==> src/rtl/point_plane_residual_stats_unit_defines.svh <==
// Assertion macros used by the top-level RTL
`ifndef POINT_PLANE_RESIDUAL_STATS_UNIT_DEFINES_SVH
`define POINT_PLANE_RESIDUAL_STATS_UNIT_DEFINES_SVH

// implication checked every clock, off during reset
`define PPRS_ASSERT_IMP(label, clk, rst_n, ante, cons, msg) \
    label: assert property (@(posedge clk) disable iff (!rst_n) (ante) |-> (cons)) \
        else $error(msg);

// next-cycle implication
`define PPRS_ASSERT_NXT(label, clk, rst_n, ante, cons, msg) \
    label: assert property (@(posedge clk) disable iff (!rst_n) (ante) |=> (cons)) \
        else $error(msg);

`endif

==> src/rtl/pprs_pkg.sv <==
package pprs_pkg;

    localparam logic [1:0] OP_LOAD   = 2'd0;
    localparam logic [1:0] OP_POINT  = 2'd1;
    localparam logic [1:0] OP_REPORT = 2'd2;

    localparam logic [1:0] KIND_LOAD   = 2'd0;
    localparam logic [1:0] KIND_POINT  = 2'd1;
    localparam logic [1:0] KIND_REPORT = 2'd2;

    localparam logic CFG_THRESHOLD = 1'b0;
    localparam logic CFG_PLANES    = 1'b1;

    localparam logic [30:0] DIST_MAX = 31'h7FFF_FFFF;

    // controller -> datapath
    typedef struct packed {
        logic       capture;     // latch input word
        logic       load_write;  // write plane table
        logic       dist_start;  // reset best to threshold for a new point
        logic       dist_step;   // evaluate plane at plane_idx
        logic       point_commit;
        logic       div_start;   // start mean division
        logic       sqrt_start;
        logic       row_load;    // build report row plane_idx
        logic       clear_acc;
        logic [5:0] plane_idx;
    } pprs_cmd_t;

    // datapath -> controller
    typedef struct packed {
        logic div_busy;
        logic sqrt_busy;
        logic dist_busy;
    } pprs_stat_t;

endpackage

==> src/rtl/pprs_ctrl.sv <==
module pprs_ctrl #(
    parameter int MAX_PLANES = 8
) (
    input  logic               clk,
    input  logic               rst_n,
    input  logic               in_fire,
    input  logic [1:0]         in_op,
    input  logic [3:0]         planes_in_use,
    input  logic               out_busy,
    input  pprs_pkg::pprs_stat_t stat,
    output logic               idle,
    output logic               out_load,
    output logic               out_last,
    output pprs_pkg::pprs_cmd_t cmd
);
    localparam logic [2:0] S_IDLE  = 3'd0;
    localparam logic [2:0] S_DIST  = 3'd1;
    localparam logic [2:0] S_DWAIT = 3'd2;
    localparam logic [2:0] S_DIV   = 3'd3;
    localparam logic [2:0] S_SQRT  = 3'd4;
    localparam logic [2:0] S_ROWS  = 3'd5;
    localparam logic [2:0] S_PEMIT = 3'd6;

    // op_reg marker once the rms quotient has been started
    localparam logic [1:0] OP_RMS_PHASE = 2'd3;

    logic [2:0] state_reg, state_next;
    logic [5:0] idx_reg, idx_next;
    logic [1:0] op_reg, op_next;
    logic [6:0] n_act, rows;
    logic [6:0] mp;

    assign mp = 7'(MAX_PLANES);
    assign n_act = ({3'd0, planes_in_use} > mp) ? mp : {3'd0, planes_in_use};
    assign rows = (n_act == 7'd0) ? 7'd1 : ((n_act > 7'd8) ? 7'd8 : n_act);

    always_comb
    begin
        state_next = state_reg;
        idx_next   = idx_reg;
        op_next    = op_reg;
        cmd        = '0;
        cmd.plane_idx = idx_reg;
        out_load   = 1'b0;
        out_last   = 1'b1;
        idle       = (state_reg == S_IDLE) && !out_busy;
        case (state_reg)
            S_IDLE:
            begin
                if (in_fire)
                begin
                    cmd.capture = 1'b1;
                    op_next = in_op;
                    idx_next = '0;
                    case (in_op)
                        pprs_pkg::OP_LOAD:   state_next = S_PEMIT;
                        pprs_pkg::OP_POINT:
                        begin
                            cmd.dist_start = 1'b1;
                            state_next = S_DIST;
                        end
                        pprs_pkg::OP_REPORT: state_next = S_DIV;
                        default:             state_next = S_IDLE;
                    endcase
                end
            end
            S_DIST:
            begin
                if ({1'b0, idx_reg} < n_act)
                begin
                    cmd.dist_step = 1'b1;
                    idx_next = idx_reg + 6'd1;
                end
                else
                    state_next = S_DWAIT;
            end
            S_DWAIT:
            begin
                if (!stat.dist_busy)
                begin
                    cmd.point_commit = 1'b1;
                    state_next = S_PEMIT;
                end
            end
            S_PEMIT:
            begin
                if (!out_busy)
                begin
                    if (op_reg == pprs_pkg::OP_LOAD)
                        cmd.load_write = 1'b1;
                    out_load = 1'b1;
                    state_next = S_IDLE;
                end
            end
            S_DIV:
            begin
                cmd.div_start = 1'b1;
                state_next = S_SQRT;
            end
            S_SQRT:
            begin
                if (!stat.div_busy && !stat.sqrt_busy)
                begin
                    cmd.sqrt_start = (op_reg != OP_RMS_PHASE);
                    op_next = OP_RMS_PHASE;
                    if (op_reg == OP_RMS_PHASE)
                        state_next = S_ROWS;
                end
            end
            S_ROWS:
            begin
                out_last = ({1'b0, idx_reg} + 7'd1 == rows);
                if (!out_busy)
                begin
                    cmd.row_load = 1'b1;
                    out_load = 1'b1;
                    idx_next = idx_reg + 6'd1;
                    if (out_last)
                    begin
                        cmd.clear_acc = 1'b1;
                        state_next = S_IDLE;
                    end
                end
            end
            default: state_next = S_IDLE;
        endcase
    end

    always_ff @(posedge clk or negedge rst_n)
    begin
        if (!rst_n)
        begin
            state_reg <= S_IDLE;
            idx_reg   <= '0;
            op_reg    <= '0;
        end
        else
        begin
            state_reg <= state_next;
            idx_reg   <= idx_next;
            op_reg    <= op_next;
        end
    end
endmodule

==> config.mk <==
export PLATFORM = sky130hd
export DESIGN_NAME = pprs_ctrl
export DESIGN_NICKNAME = d
export VERILOG_FILES = /design/src/rtl/point_plane_residual_stats_unit_defines.svh /design/src/rtl/pprs_pkg.sv /design/src/rtl/pprs_ctrl.sv
export SDC_FILE = /design/constraint.sdc
export NUM_CORES = 1
export LEC_CHECK = 0
export ABC_CLOCK_PERIOD_IN_PS = 2750
export BUFFER_PORTS_ARGS = -buffer_cell sky130_fd_sc_hd__buf_2
export CORE_ASPECT_RATIO = 1.75
export CORE_UTILIZATION = 46
export CTS_BUF_LIST = sky130_fd_sc_hd__clkbuf_2
export DETAILED_ROUTE_END_ITERATION = 16
export PLACE_DENSITY = 0.72
export SYNTH_ARGS = -nofsm -noshare
export SYNTH_HDL_FRONTEND = slang
export SYNTH_SLANG_ARGS = --single-unit
==> constraint.sdc <==
create_clock -name clk -period 2.75 [get_ports clk]
set_input_delay 0.55 -clock clk [delete_from_list [all_inputs] [get_ports clk]]
set_output_delay 0.55 -clock clk [all_outputs]
set_load 0.05 [all_outputs]
==> out/qor.log <==
INFO  yosys          mapped_nets=148
INFO  yosys          synth_cell_types=50
INFO  pwr            power_frac_clock=7.2%
INFO  yosys          synth_warnings=0
INFO  pwr            comb_power_share=67.5%
INFO  setup_path     critical-path-max-stage-delay=0.47ns
INFO  outcome        outcome=finished, final reports clean
INFO  setup_path     path_cells=ha_2 -> xor2_1 -> o2111ai_2 -> o311ai_4 -> buf_6
INFO  route          drt.antenna.violating_nets=0
INFO  clock_network  cts-buffers-inserted=3
INFO  layout         finalNonFillerCells=183
INFO  layout         layout.cells.most_common=sky130_fd_sc_hd__buf_2
INFO  setup_path     worst_ep_arrival_time=2.08ns
INFO  clock_network  clock_tree.buffer_depth=2
INFO  layout         diodes=0
INFO  setup_path     cp.required=2.20ns
INFO  route          vias_per_cell=5.95
INFO  route          drt_pass1_iterations=4
INFO  setup_path     crit_path_top_delay_cell=sky130_fd_sc_hd__dfrtp_1
INFO  clock_network  clock_root_buffer=sky130_fd_sc_hd__clkbuf_2
INFO  sta            final-hold-violation-count=0
INFO  sta            clock-skew-final=0.00983ns
INFO  place          gp_congestion=0.865
INFO  setup_path     start_kind=flip-flop
INFO  route          detail_route.wirelength=2.78mm
INFO  pwr            power_per_cell_area=1000nW/µm²
INFO  route          vias=1089
INFO  yosys          seq_area_frac_synth=25.1%
INFO  pwr            switching_power=0.000773W
INFO  grt            global_route.usage.total=23.8%
INFO  sta            fin_setup_tns=0ns
INFO  clock_network  clkLatencyLatePin=0.28ns
INFO  sta            worst_slew_pin_slew=0.511ns
INFO  clock_network  htree_levels=1
INFO  place          post-place-cells=177
INFO  flow_run       max-cap-violations=0
INFO  setup_path     rrSetupSlack=0.71ns
INFO  min_path       worst_hold_path_type=primary input to async pin
INFO  yosys          netlist_area=1100µm²
INFO  grt            grt_max_degree=18
INFO  floorplan      floorplan.rows=23
INFO  layout         final_cell_area=1340µm²
INFO  floorplan      initial_utilization=48.2%
INFO  route          detail_route.wl_per_cell=15.2µm
INFO  grt            first_global_vias=978
INFO  layout         syn2layout_area_growth=21.8%
INFO  yosys          synth_cells=128
INFO  setup_path     worstRegToRegCells=6
INFO  floorplan      core-area=2270µm²
INFO  pwr            maximum_vdd_drop=0.544mV
INFO  floorplan      chipHeight=66.6µm
INFO  layout         largest_reg_flops=6
INFO  pwr            sw_frac_of_total=57.8%
INFO  grt            grt_first_pass_wirelength=4.41mm
INFO  setup_path     worstSetupPathType=flip-flop to primary output
INFO  place          place.port_buffers=30
INFO  sta            report.final.setup_viol=0
INFO  clock_network  cts_hold_repair.buffers=0
INFO  sta            layout_min_cycle_time=2.63ns
INFO  place          total_half_perimeter_wirelength_after_legalization_and_detailed_placement=2.19mm
INFO  clock_network  numClockSinks=11
INFO  sta            final-max-slew-violation-count=0
INFO  layout         fin_nets=179
INFO  layout         most_frequent_cells_in_the_layout=sky130_fd_sc_hd__buf_2 (28), sky130_fd_sc_hd__dfrtp_1 (10), sky130_fd_sc_hd__nor2_1 (8)
INFO  pwr            internal-power=0.000563W
INFO  clock_network  cts_tree=yes
INFO  layout         fillers=198
INFO  floorplan      design.die.area=2590µm²
INFO  layout         final_layout_size_suffix_gt1_share=34.2%
INFO  floorplan      die_width=38.9µm
INFO  route          remaining_drc_errors=0
INFO  yosys          yosys_register_bits=11
INFO  setup_path     critical_path.endpoint_type=primary output
INFO  grt            grt_remaining_overflow=0
INFO  sta            timing.final.crit_share=95.5%
INFO  route          initialDrtViolationCount=20
INFO  clock_network  clkTransAtPathRegs=0.13ns
INFO  sta            rsz0062_at_grt=false
INFO  grt            initial_antenna_violation_count=0
INFO  yosys          synth_area_per_cell=8.56µm²
INFO  setup_path     cp_max_fo=6
INFO  sta            fmax=381MHz
INFO  place          detailed_place.area=1280µm²
INFO  floorplan      top_level_ports=31
INFO  pwr            power_leakage=0.638nW
INFO  sta            max_slew_margin=65.9%
INFO  pwr            pwr-share-seq=25.4%
[through the flow]
step	utilization, %	hold slack, ns	power (W)	worst slack, ns
3_5_place_dp	56.4	0.441	0.00121	0.134
3_3_place_gp	56.4	0.437	0.00119	0.187
2_1_floorplan	-	0.254	0.00109	0.0151
5_1_grt	58.7	0.131	0.00143	0.00309
6_report	58.7	0.117	0.00134	0.124
4_1_cts	57.6	0.142	0.00131	0.0125
[layer usage]
| layer | part of all wire [%] | track usage, % | vias to the layer above |
|---|---|---|---|
| met3 | 3.1 | 2.00 | 5 |
| li1 | - | - | 539 |
| met4 | 1.2 | 5.17 | 0 |
| met1 | 38 | 25.8 | 509 |
| met2 | 58 | 46.3 | 36 |
| met5 | 0 | 0 | - |
[repair_timing]
item | CTS | global route
gates resized for setup | 2 | 5
pin swaps | 0 | 1
setup buffers | 0 | 2
setup endpoints to repair | 2 | 2
[path summary, 6_finish.rpt]
path	start	to
worst min-delay path	rst_n	idx_reg[3]
worst max-delay path	idx_reg[1]	out_last
worst max register to register	idx_reg[2]	idx_reg[0]
min in group clk	in_op[1]	op_reg[1]
worst min register to register	op_reg[0]	op_reg[0]
max in group asynchronous	rst_n	idx_reg[0]
[critical path, delay by kind of cell, from the launching register on]
kind            cells  cell delay, ns
compound gates      2            0.56
flops               1            0.47
fa+ha+maj           1            0.38
buf+inv             1            0.20
xor+xnor            1            0.18
[area by class of cell]
class	instances	area, µm²	share of cell area (%)
multi-input cells	102	792	59.3
flip-flops and latches	11	277	20.7
repair buffers	34	189	14.2
well taps	25	31.3	2.34
inverters	7	26.3	1.97
clock buffers	3	15.0	1.12
clock inverters	1	5.00	0.375
[synthesized netlist by cell type, drive strengths merged]
master | number | area, µm²
a211oi | 1 | 7.51
a21boi | 2 | 15.0
a21o | 3 | 22.5
a21oi | 6 | 33.8
a221oi | 1 | 8.76
a22oi | 1 | 7.51
a2bb2oi | 1 | 15.0
a311oi | 1 | 8.76
a31oi | 1 | 6.26
and2 | 1 | 6.26
and2b | 1 | 7.51
and3 | 4 | 25.0
buf | 5 | 33.8
clkbuf | 3 | 11.3
dfrtp | 11 | 275
ha | 7 | 87.6
inv | 7 | 26.3
mux2i | 1 | 10.0
nand2 | 5 | 18.8
nand2b | 7 | 43.8
nand3 | 7 | 40.0
nand3b | 2 | 15.0
nand4 | 1 | 6.26
nor2 | 8 | 30.0
nor2b | 1 | 6.26
nor3 | 3 | 15.0
nor3b | 1 | 12.5
nor4 | 5 | 31.3
nor4b | 2 | 17.5
o2111ai | 1 | 8.76
o211a | 1 | 10.0
o211ai | 3 | 32.5
o21ai | 9 | 45.0
o21bai | 1 | 7.51
o22a | 1 | 8.76
o311ai | 1 | 26.3
o31ai | 3 | 41.3
or2 | 1 | 6.26
or3 | 2 | 12.5
xnor2 | 3 | 26.3
xor2 | 3 | 26.3
[power by group through the flow]
stage          clock network (W)  logic, W  registers [W]
5_1_grt                 0.000102  0.000980       0.000351
2_1_floorplan                  0  0.000743       0.000343
3_3_place_gp                   0  0.000840       0.000348
3_5_place_dp                   0  0.000859       0.000350
6_report               0.0000957  0.000901       0.000339
4_1_cts                0.0000933  0.000871       0.000346
[cell families after synthesis]
family,count (synthesis),synth area share (%)
simple gates,51,26.8
compound gates,37,27.9
buf+inv,15,6.51
flops,11,25.1
fa+ha+maj,7,7.99
xor+xnor,6,4.80
mux,1,0.913
No activity file was read; power rests on OpenSTA's default activity.
